<file path="src/ocmp_pkg.sv">
package ocmp_pkg;

  localparam int unsigned HistDepth = 8;

  localparam logic [7:0] ChSlash  = 8'h2F;  // '/'
  localparam logic [7:0] ChZero   = 8'h30;  // '0'
  localparam logic [7:0] ChOne    = 8'h31;
  localparam logic [7:0] ChTwo    = 8'h32;
  localparam logic [7:0] ChFour   = 8'h34;
  localparam logic [7:0] ChD      = 8'h64;
  localparam logic [7:0] ChE      = 8'h65;
  localparam logic [7:0] ChR      = 8'h72;
  localparam logic [7:0] ChX      = 8'h78;
  localparam logic [7:0] ChY      = 8'h79;
  localparam logic [7:0] ChP      = 8'h70;
  localparam logic [7:0] ChU      = 8'h75;
  localparam logic [7:0] ChS      = 8'h73;
  localparam logic [7:0] ChH      = 8'h68;
  localparam logic [7:0] ChG      = 8'h67;
  localparam logic [7:0] ChL      = 8'h6C;

  localparam logic [3:0] CntFader  = 4'd11;
  localparam logic [3:0] CntXy     = 4'd14;
  localparam logic [3:0] CntPush   = 4'd10;
  localparam logic [3:0] CntToggle = 4'd10;

  localparam logic [5:0] CmdNone      = 6'd0;
  localparam logic [5:0] CmdFaderBase = 6'd0;
  localparam logic [5:0] CmdXyBase    = 6'd10;
  localparam logic [5:0] CmdPushBase  = 6'd20;
  localparam logic [5:0] CmdTogBase   = 6'd30;

  localparam logic EvUpdate  = 1'b0;
  localparam logic EvRestart = 1'b1;

  localparam logic [2:0] KindNone   = 3'd0;
  localparam logic [2:0] KindFader  = 3'd1;
  localparam logic [2:0] KindXy     = 3'd2;
  localparam logic [2:0] KindPush   = 3'd3;
  localparam logic [2:0] KindToggle = 3'd4;

  localparam int unsigned DataW = 88;

  typedef enum logic [1:0] {
    PH_IDLE  = 2'd0,
    PH_NAME  = 2'd1,
    PH_COUNT = 2'd2
  } phase_t;

  typedef struct packed {
    logic        event_res;
    logic [2:0]  control_kind;
    logic [2:0]  control_number;
    logic [31:0] value_a;
    logic [31:0] value_b;
    logic        switch_on;
    logic        range_error_a;
    logic        range_error_b;
    logic [7:0]  page;
  } res_t;

  // True when the single-precision word is below 0.0 or above 1.0; NaN never.
  function automatic logic out_of_unit(input logic [31:0] w);
    logic [30:0] mag;
    mag = w[30:0];
    if (mag > 31'h7F80_0000) begin
      return 1'b0;
    end else if (w[31]) begin
      return mag != 31'd0;
    end else begin
      return mag > 31'h3F80_0000;
    end
  endfunction

endpackage

</file>
<file path="src/ocmp_parser.sv">
module ocmp_parser (
  input  logic               clk,
  input  logic               rst_n,
  input  logic               take,
  input  logic [7:0]         rx_byte,
  output logic               res_valid,
  output ocmp_pkg::res_t     res
);
  import ocmp_pkg::*;

  logic [7:0]  hist_r [HistDepth];
  logic [7:0]  hist_nxt [HistDepth];
  phase_t      phase_r, phase_nxt;
  logic [3:0]  btv_r, btv_nxt;
  logic        two_r, two_nxt;
  logic [5:0]  cmd_r, cmd_nxt;
  logic [7:0]  page_r, page_nxt;

  logic        dig_ok;
  logic [5:0]  dig_val;
  logic [31:0] word_a, word_b;

  always_comb begin
    hist_nxt[0] = rx_byte;
    for (int i = 1; i < HistDepth; i++) begin
      hist_nxt[i] = hist_r[i-1];
    end
  end

  assign dig_ok  = (rx_byte >= ChOne) && (rx_byte <= ChFour);
  assign dig_val = {2'b00, rx_byte[3:0]};
  assign word_a  = {hist_nxt[3], hist_nxt[2], hist_nxt[1], hist_nxt[0]};
  assign word_b  = {hist_nxt[7], hist_nxt[6], hist_nxt[5], hist_nxt[4]};

  always_comb begin
    phase_nxt = phase_r;
    btv_nxt   = btv_r;
    two_nxt   = two_r;
    cmd_nxt   = cmd_r;
    page_nxt  = page_r;
    res_valid = 1'b0;
    res       = '0;
    res.page  = page_r;

    if (hist_nxt[0] == ChSlash && hist_nxt[2] == ChSlash) begin
      phase_nxt = PH_NAME;
      if (phase_r == PH_IDLE) begin
        page_nxt = hist_nxt[1] - ChZero;
      end else begin
        res_valid     = 1'b1;
        res.event_res = EvRestart;
      end
    end else begin
      case (phase_r)
        PH_NAME: begin
          if (hist_nxt[3] == ChD && hist_nxt[2] == ChE && hist_nxt[1] == ChR) begin
            phase_nxt = PH_COUNT;
            btv_nxt   = CntFader;
            two_nxt   = 1'b0;
            if (dig_ok) cmd_nxt = CmdFaderBase + dig_val;
          end else if (hist_nxt[2] == ChX && hist_nxt[1] == ChY) begin
            phase_nxt = PH_COUNT;
            btv_nxt   = CntXy;
            two_nxt   = 1'b1;
            cmd_nxt   = (rx_byte == ChTwo) ? CmdXyBase + 6'd2 : CmdXyBase + 6'd1;
          end else if (hist_nxt[4] == ChP && hist_nxt[3] == ChU &&
                       hist_nxt[2] == ChS && hist_nxt[1] == ChH) begin
            phase_nxt = PH_COUNT;
            btv_nxt   = CntPush;
            two_nxt   = 1'b0;
            if (dig_ok) cmd_nxt = CmdPushBase + dig_val;
          end else if (hist_nxt[3] == ChG && hist_nxt[2] == ChL &&
                       hist_nxt[1] == ChE) begin
            phase_nxt = PH_COUNT;
            btv_nxt   = CntToggle;
            two_nxt   = 1'b0;
            if (dig_ok) cmd_nxt = CmdTogBase + dig_val;
          end
        end
        PH_COUNT: begin
          if (btv_r > 4'd1) begin
            btv_nxt = btv_r - 4'd1;
          end else begin
            btv_nxt   = 4'd0;
            phase_nxt = PH_IDLE;
            res_valid = 1'b1;
            res.event_res = EvUpdate;
            if (cmd_r >= CmdFaderBase + 6'd1 && cmd_r <= CmdFaderBase + 6'd4) begin
              res.control_kind   = KindFader;
              res.control_number = 3'(cmd_r - CmdFaderBase);
            end else if (cmd_r >= CmdXyBase + 6'd1 && cmd_r <= CmdXyBase + 6'd2) begin
              res.control_kind   = KindXy;
              res.control_number = 3'(cmd_r - CmdXyBase);
            end else if (cmd_r >= CmdPushBase + 6'd1 && cmd_r <= CmdPushBase + 6'd4) begin
              res.control_kind   = KindPush;
              res.control_number = 3'(cmd_r - CmdPushBase);
            end else if (cmd_r >= CmdTogBase + 6'd1 && cmd_r <= CmdTogBase + 6'd4) begin
              res.control_kind   = KindToggle;
              res.control_number = 3'(cmd_r - CmdTogBase);
            end else begin
              res.control_kind   = KindNone;
              res.control_number = 3'd0;
            end
            res.value_a       = word_a;
            res.value_b       = two_r ? word_b : 32'd0;
            res.switch_on     = word_a[30:0] != 31'd0;
            res.range_error_a = out_of_unit(word_a);
            res.range_error_b = two_r ? out_of_unit(word_b) : 1'b0;
          end
        end
        default: begin
        end
      endcase
    end

    if (!take) begin
      phase_nxt = phase_r;
      btv_nxt   = btv_r;
      two_nxt   = two_r;
      cmd_nxt   = cmd_r;
      page_nxt  = page_r;
      res_valid = 1'b0;
    end
  end

  always_ff @(posedge clk) begin
    if (!rst_n) begin
      for (int i = 0; i < HistDepth; i++) begin
        hist_r[i] <= 8'd0;
      end
      phase_r <= PH_IDLE;
      btv_r   <= 4'd0;
      two_r   <= 1'b0;
      cmd_r   <= CmdNone;
      page_r  <= 8'd0;
    end else begin
      if (take) begin
        for (int i = 0; i < HistDepth; i++) begin
          hist_r[i] <= hist_nxt[i];
        end
      end
      phase_r <= phase_nxt;
      btv_r   <= btv_nxt;
      two_r   <= two_nxt;
      cmd_r   <= cmd_nxt;
      page_r  <= page_nxt;
    end
  end

endmodule

</file>
<file path="src/ocmp_out_reg.sv">
module ocmp_out_reg (
  input  logic                         clk,
  input  logic                         rst_n,
  input  logic                         res_valid,
  input  ocmp_pkg::res_t               res,
  output logic                         room,
  output logic                         out_tvalid,
  input  logic                         out_tready,
  output logic [ocmp_pkg::DataW-1:0]   out_tdata,
  output logic                         out_tuser
);
  import ocmp_pkg::*;

  logic valid_r;
  res_t data_r;

  // Room for a new item when no result is held or the held result leaves this cycle.
  assign room       = !valid_r || out_tready;
  assign out_tvalid = valid_r;
  assign out_tuser  = data_r.event_res;
  assign out_tdata  = {7'd0, data_r.page, data_r.range_error_b, data_r.range_error_a,
                       data_r.switch_on, data_r.value_b, data_r.value_a,
                       data_r.control_number, data_r.control_kind};

  always_ff @(posedge clk) begin
    if (!rst_n) begin
      valid_r <= 1'b0;
    end else if (room) begin
      valid_r <= res_valid;
    end
  end

  always_ff @(posedge clk) begin
    if (room && res_valid) begin
      data_r <= res;
    end
  end

endmodule

</file>
<file path="src/osc_control_message_parser_core.sv">
// OSC control message parser core.
// Input channel (in_*): one received serial byte per item in in_tdata.
// Output channel (out_*): one item per completed control update or per
// message restart error. out_tuser is the event flag (0 update, 1 restart
// error); out_tdata carries kind, number, both raw float words, the switch
// bit, the two range flags and the page number.
// A result appears on out_tvalid in the cycle after the byte that
// completes it is accepted. Throughput: one byte per cycle while in_tready
// is high; the parse state and byte history update in the accepting cycle
// and feed a single output register.
// Stall: while out_tvalid is high and out_tready low, in_tready is low and
// the held result stays; in_tready returns in the cycle the result is taken.
// Reset (rst_n low, synchronous): history, parse phase, countdown, command
// and page are cleared and the output register is emptied.
module osc_control_message_parser_core (
  input  logic                        clk,
  input  logic                        rst_n,
  input  logic                        in_tvalid,
  output logic                        in_tready,
  input  logic [7:0]                  in_tdata,   // [7:0] rx_byte
  output logic                        out_tvalid,
  input  logic                        out_tready,
  // [2:0] control_kind, [5:3] control_number, [37:6] value_a,
  // [69:38] value_b, [70] switch_on, [71] range_error_a,
  // [72] range_error_b, [80:73] page, [87:81] zero
  output logic [ocmp_pkg::DataW-1:0]  out_tdata,
  output logic                        out_tuser   // [0] event_res
);
  import ocmp_pkg::*;

  logic take;
  logic room;
  logic res_valid;
  res_t res;

  assign in_tready = room;
  assign take      = in_tvalid && room;

  ocmp_parser u_parser (
    .clk       (clk),
    .rst_n     (rst_n),
    .take      (take),
    .rx_byte   (in_tdata),
    .res_valid (res_valid),
    .res       (res)
  );

  ocmp_out_reg u_out_reg (
    .clk        (clk),
    .rst_n      (rst_n),
    .res_valid  (res_valid),
    .res        (res),
    .room       (room),
    .out_tvalid (out_tvalid),
    .out_tready (out_tready),
    .out_tdata  (out_tdata),
    .out_tuser  (out_tuser)
  );

endmodule

</file>
<file path="config.mk">
export PLATFORM = sky130hd
export DESIGN_NAME = osc_control_message_parser_core
export DESIGN_NICKNAME = d
export VERILOG_FILES = /design/src/ocmp_pkg.sv /design/src/ocmp_parser.sv /design/src/ocmp_out_reg.sv /design/src/osc_control_message_parser_core.sv
export SDC_FILE = /design/constraint.sdc
export NUM_CORES = 1
export LEC_CHECK = 0
export ABC_AREA = 1
export BUFFER_PORTS_ARGS = -buffer_cell sky130_fd_sc_hd__buf_2
export CAP_MARGIN = 20
export CORE_AREA = 2 2 148 121
export DETAILED_ROUTE_END_ITERATION = 16
export DIE_AREA = 0 0 150 123
export GPL_TIMING_DRIVEN = 1
export SKIP_LAST_GASP = 1
export SLEW_MARGIN = 30
export SYNTH_ARGS = -nofsm -noshare
export SYNTH_HDL_FRONTEND = slang
export SYNTH_SLANG_ARGS = --single-unit
</file>
<file path="constraint.sdc">
create_clock -name clk -period 4.8 [get_ports clk]
set_clock_uncertainty 0.2 [all_clocks]
set_input_delay 0.48 -clock clk [delete_from_list [all_inputs] [get_ports clk]]
set_output_delay 0.48 -clock clk [all_outputs]
set_load 0.03 [all_outputs]
</file>
== After elaboration in Yosys (flattened, before gate mapping) ==
Memories as Yosys holds them, arrays and structs flattened.
Cells that the tools add are included.

* Flip-flop bits (word level): 104
* Bits of input ports: 12
* Memories kept: 1
* Output and inout bits: 91
* Bits in writable memories: 64
* Logic and storage cells: 163

{| class="wikitable"
|+ Memory list
! memory !! words !! width !! rd ports !! clocked after Yosys merged registers in !! write ports !! RTL line !! text
|-
| u_parser.hist_r || 8 || 8 || 7 || 0 || 8 || ocmp_parser.sv:11 || <nowiki>logic [7:0] hist_r [HistDepth];</nowiki>
|}

* Add/sub/neg operators: 7
* Mux-type cells: 55
* Magnitude comparators: 15
* Reduce and logical (&&, ||, !) cells: 36
* Bitwise gates (word level): 11
* Equal/unequal tests: 21

{| class="wikitable"
|+ Operator list
! kind !! count
|-
| 8-bit by 7-bit == test with 1-bit output, second input constant || 12
|-
| 74-bit 2-to-1 mux || 1
|-
| 73-bit 2-to-1 mux || 1
|-
| 6-bit 2-to-1 mux || 11
|-
| 8-bit 2-to-1 mux || 8
|-
| 31-bit by 30-bit > comparator with 1-bit output, second input constant || 2
|-
| 31-bit > comparator, second input constant || 2
|-
| 31-bit nonzero test || 2
|-
| 32-bit 2-to-1 mux || 1
|-
| 8-bit by 6-bit == test with 1-bit output, second input constant || 3
|-
| 4-bit 2-to-1 mux || 5
|-
| 1-bit 2-to-1 mux || 19
|-
| 1-bit logical AND || 16
|-
| 5-bit by 4-bit adder with 6-bit output, first input constant || 2
|-
| 6-bit by 5-bit >= comparator with 1-bit output, second input constant || 2
|-
| 2-bit 2-to-1 mux || 6
|-
| 4-bit AND reduction || 3
|-
| 4-bit OR reduction || 3
|-
| 8-bit by 6-bit >= comparator with 1-bit output, second input constant || 1
|-
| 8-bit by 6-bit <= comparator with 1-bit output, second input constant || 1
|-
| 1-bit OR || 8
|-
| 4-bit one-hot mux with 2 select lines || 1
|-
| 8-bit by 6-bit subtractor with 8-bit output, second input constant || 1
|-
| 6-bit by 1-bit >= comparator with 1-bit output, second input constant || 1
|-
| other kinds (29) || 33
|}

== Logic depth before layout (Yosys ltp) ==
An unclocked memory read counts as a cell.

* Depth in word-level cells: 10
* Gate-level depth with buffers: 13

== Cells and area by module ==
From an unflattened synthesis, not the netlist that was laid out.

* Cell total of the unflattened synthesis: 730
* Area total of the unflattened synthesis: 7257.0 um^2

{| class="wikitable"
|+ By module, submodules not included
! module !! seq. area each (um^2) !! times used !! area an instance (um^2) !! cells each
|-
| ocmp_parser || 2102.0 || 1 || 4679.5 || 631
|-
| ocmp_out_reg || 2482.4 || 1 || 2570.0 || 97
|-
| osc_control_message_parser_core || 0.0 || 1 || 7.5 || 2
|}

== Worst setup path after synthesis ==
No wires, ideal clock.

* Path type: input to register
* Start: input in_tdata[2]
* End: register u_out_reg.data_r, in the netlist u_out_reg.out_tdata[0], enable pin
* Data arrival time: 2.914 ns
* Library setup time: 0.436 ns
* Setup slack: 1.250 ns
* Data required time: 4.164 ns
* Buffers on the path: 1
* Cell stages on the path: 9
* Cells stage by stage: ha_1 > nand3_1 > nor2_1 > nand2_2 > nand3_1 > buf_4 > inv_1 > o21ai_1 > inv_1

* Word-level cells in the longest chain between the ends: 5

{| class="wikitable"
|+ Ends and longest elaborated chain
! element !! RTL line !! text
|-
| start, declared || osc_control_message_parser_core.sv:20 || <nowiki>input logic [7:0] in_tdata,</nowiki>
|-
| 8-bit by 6-bit == test with 1-bit output || ocmp_parser.sv:45 || <nowiki>if (hist_nxt[0] == ChSlash && hist_nxt[2] == ChSlash) begin</nowiki>
|-
| 1-bit logical AND || ocmp_parser.sv:45 ||
|-
| 1-bit 2-to-1 mux || ocmp_parser.sv:45 ||
|-
| 1-bit 2-to-1 mux || ocmp_parser.sv:116 || <nowiki>if (!take) begin</nowiki>
|-
| 1-bit logical AND || ocmp_out_reg.sv:34 || <nowiki>if (room && res_valid) begin</nowiki>
|-
| end signal, assigned || ocmp_out_reg.sv:35 || <nowiki>data_r <= res;</nowiki>
|-
| end, declared || ocmp_out_reg.sv:15 || <nowiki>res_t data_r;</nowiki>
|}

No other way between the ends.
A chain may end at the register's enable or synchronous reset.

== Worst setup path after layout ==
* Start: register u_parser.btv_r[1]
* End: register u_out_reg.data_r, in the netlist u_out_reg.out_tdata[59], data pin

* Word-level cells in the longest chain between the ends: 2

{| class="wikitable"
|+ Ends and longest elaborated chain
! element !! RTL line !! text
|-
| start, declared || ocmp_parser.sv:14 || <nowiki>logic [3:0] btv_r, btv_nxt;</nowiki>
|-
| start signal, assigned || ocmp_parser.sv:143 || <nowiki>btv_r <= btv_nxt;</nowiki>
|-
| 4-bit by 1-bit > comparator with 1-bit output || ocmp_parser.sv:81 || <nowiki>if (btv_r > 4'd1) begin</nowiki>
|-
| 4-bit OR reduction (no line) || n/a ||
|}

No other way between the ends.

==> results.ini <==
[layout]
syn_to_final_growth_pct=17.0
layoutNonFillerInstCount=1136
fin_util_pct=51.6
fin_nets=925
antenna_cells=0
drive_above_1_share_pct=19.5

[routing]
drtIter0Drc=405
wl_um=16900
viasPerCell=4.83
ant_nets=0
first_pass_iters=5
detail_route.wl_per_cell_um=14.9
drcViolationCount=0
vias=5484

[timing]
grt_setup_unrepaired=false
tightest_slew_ns=0.955
finalSetupTns_ns=0
setup_viol=0
whs_ns=0.191
finalHoldViolCount=0
fmax_mhz=337
slew_headroom_pct=36.3
final_max_slew_viol_count=0
finalCritPeriodShare_pct=61.9
fin_crit_ns=2.97

[critical_path]
max_stage_delay_ns=0.69
crit_path_top_delay_cell=clkinv_1
criticalPathCategory=reg -> reg
arrival_ns=3.01
cpMostUsedCell=nor2_1
crit_chain=inv_1, ha_1, nor2_1, nor2_1, nand3_1, buf_4, nor2_1, clkinv_1, nor2_1
cp_max_fo=37
end_kind=flip-flop
worstPathRequired_ns=4.84
r2r_cells=9
start_kind=flip-flop

[synth]
synth_edf_count=138
synth_ff_type=edfxtp_1
synthCells=795
ys_ff_latch=160
yosysWarnings=0
ys_types=39
ys_seq_area_share_pct=61.1
synthArstFlopShare_pct=0
synth_area_per_cell_sq_um=9.44
syn_area_sq_um=7500

[hold_path]
whs_path_depth=3
holdCritPathClass=in -> reg

[clock_tree]
insertion_delay_ns=0.43
cts_resized=0
cts_setup_buffers=0
cts_hold_buf=0
clk_path_buf_depth=2
clkTransAtPathRegs_ns=0.07
numCtsBuffers=17
clock-sinks=160
ctsHtreeMaxLevel=4
root_buffer=clkbuf_16
cts_tree=yes

[pwr]
leakage_uw=0.00341
vdd_drop_max_mv=0.290
p_per_area_nw_per_um2=347

[global_routing]
met2_usage_pct=28.8
grt.overflow.total=0
met1_usage_pct=28.0
met3_usage_pct=3.65
antenna_found_initial=0
grt_pass1_vias=5069
grt_pass1_wl_um=26800
grt_max_degree=38
grt.busiest_layer=met2
track_usage_pct=19.2

[place]
hpwl_um=12100
numPortBuffers=95
dp_cells=1104
place_congestion=0.914

[die]
initial_utilization_pct=44.1
die_h_um=123
core.rowCount=43
coreArea_sq_um=17000
io_pins=103
die_x_um=150
die_area_sq_um=18500

[flow_run]
max_cap_viol_count=0

[outcome]
outcome=complete, no violations

[stage by stage]
step	setup slack [ns]	power [uW]	cell area, sq um
finish	1.83	3050	8780
global route	1.50	3150	8780
CTS	1.84	3080	8780
floorplan	1.25	1690	7530
global placement	1.68	1740	8200
detailed placement	1.60	1740	8200
[power by group]
| part | internal (uW) | switching, uW | leakage [uW] |
|---|---|---|---|
| logic | 36.8 | 113 | 0.00171 |
| clock network | 775 | 566 | 0.000284 |
| registers | 1530 | 28.8 | 0.00141 |
| total | 2340 | 707 | 0.00341 |
[worst max-delay path, delay by kind of cell, from the launching register on]
family / cells / cell delay [ns]
buffers and inverters: 3 / 1.07
and+or+nand+nor: 5 / 0.97
DFF: 1 / 0.31
adders and majority gates: 1 / 0.20
[placed cells by master, fill, tap and decap left out, drive strengths merged]
cell type	instances
nand2	132
nor2	220
o22ai	1
o2111ai	1
nand4	11
a21boi	2
xor2	2
dfxtp	22
clkinv	8
xnor2	1
inv	130
o211ai	1
nor3	10
o21ai	15
nor4	8
nand3	40
buf	100
bufinv	2
and3	1
a41oi	1
clkbuf	18
clkinvlp	2
a31oi	1
conb	7
o211a	2
ha	15
a21oi	20
edfxtp	138
[cells by family (layout without fill, tap and decap cells)]
group / Yosys count / in the layout / share of synthesized area, %
compound gates: 44 / 44 / 3.30
xor+xnor: 3 / 3 / 0.350
fa+ha+maj: 15 / 15 / 2.50
buf+inv: 150 / 260 / 8.17
flops: 160 / 160 / 61.1
other cells: 1 / 7 / 0.0500
simple gates: 422 / 422 / 24.5
[cell usage after synthesis, types with 9 or more instances]
cell / n / area, sq um
o21ai_0: 12 / 60.1
edfxtp_1: 138 / 4140
nand2_1: 124 / 465
a21oi_1: 20 / 100
ha_1: 15 / 188
nand4_1: 11 / 68.8
inv_2: 13 / 48.8
nor2_2: 12 / 75.1
inv_1: 114 / 428
dfxtp_1: 22 / 440
nor2_1: 206 / 773
buf_4: 9 / 67.6
nand3_1: 34 / 170
[path summary, 6_finish.rpt]
kind                                                       from                               endpoint  slack, ns
worst max-delay path             u_parser.btv_r[1]$_SDFFE_PN0P_  u_out_reg.out_tdata[59]$_SDFFCE_PP0P_       1.83
worst min-delay path                                in_tdata[7]    u_parser.hist_r[0][7]$_SDFFCE_PN0P_       0.19
worst max register to register   u_parser.btv_r[1]$_SDFFE_PN0P_  u_out_reg.out_tdata[59]$_SDFFCE_PP0P_       1.83
worst min register to register  u_parser.page_r[0]$_SDFFE_PN0P_      u_out_reg.out_tdata[73]$_DFFE_PP_       0.24
[layer usage]
layer  up-vias  routed length [um]
met1      2542                8310
met3        26                 887
met4         0                 277
met5         -                   0
li1       2757                   -
met2       159                7440
[cell type report]
| class | instances | area [sq um] |
|---|---|---|
| clock buffers | 18 | 429 |
| fillers | 1649 | 8220 |
| multi-input cells | 491 | 2330 |
| well taps | 225 | 282 |
| repair buffers | 100 | 513 |
| inverters | 128 | 484 |
| clock inverters | 14 | 156 |
| flip-flops and latches | 160 | 4580 |
[flip-flops by register name, summed over array words and instances (netlist names)]
name,flops
u_parser.page_r,8
u_parser.btv_r,4
u_parser.cmd_r,6
u_out_reg.out_tuser,1
u_out_reg.out_tdata,81
u_out_reg.out_tvalid,1
u_parser.two_r,1
u_parser.phase_r,2
u_parser.hist_r,56
(Power assumes the default switching activity.)
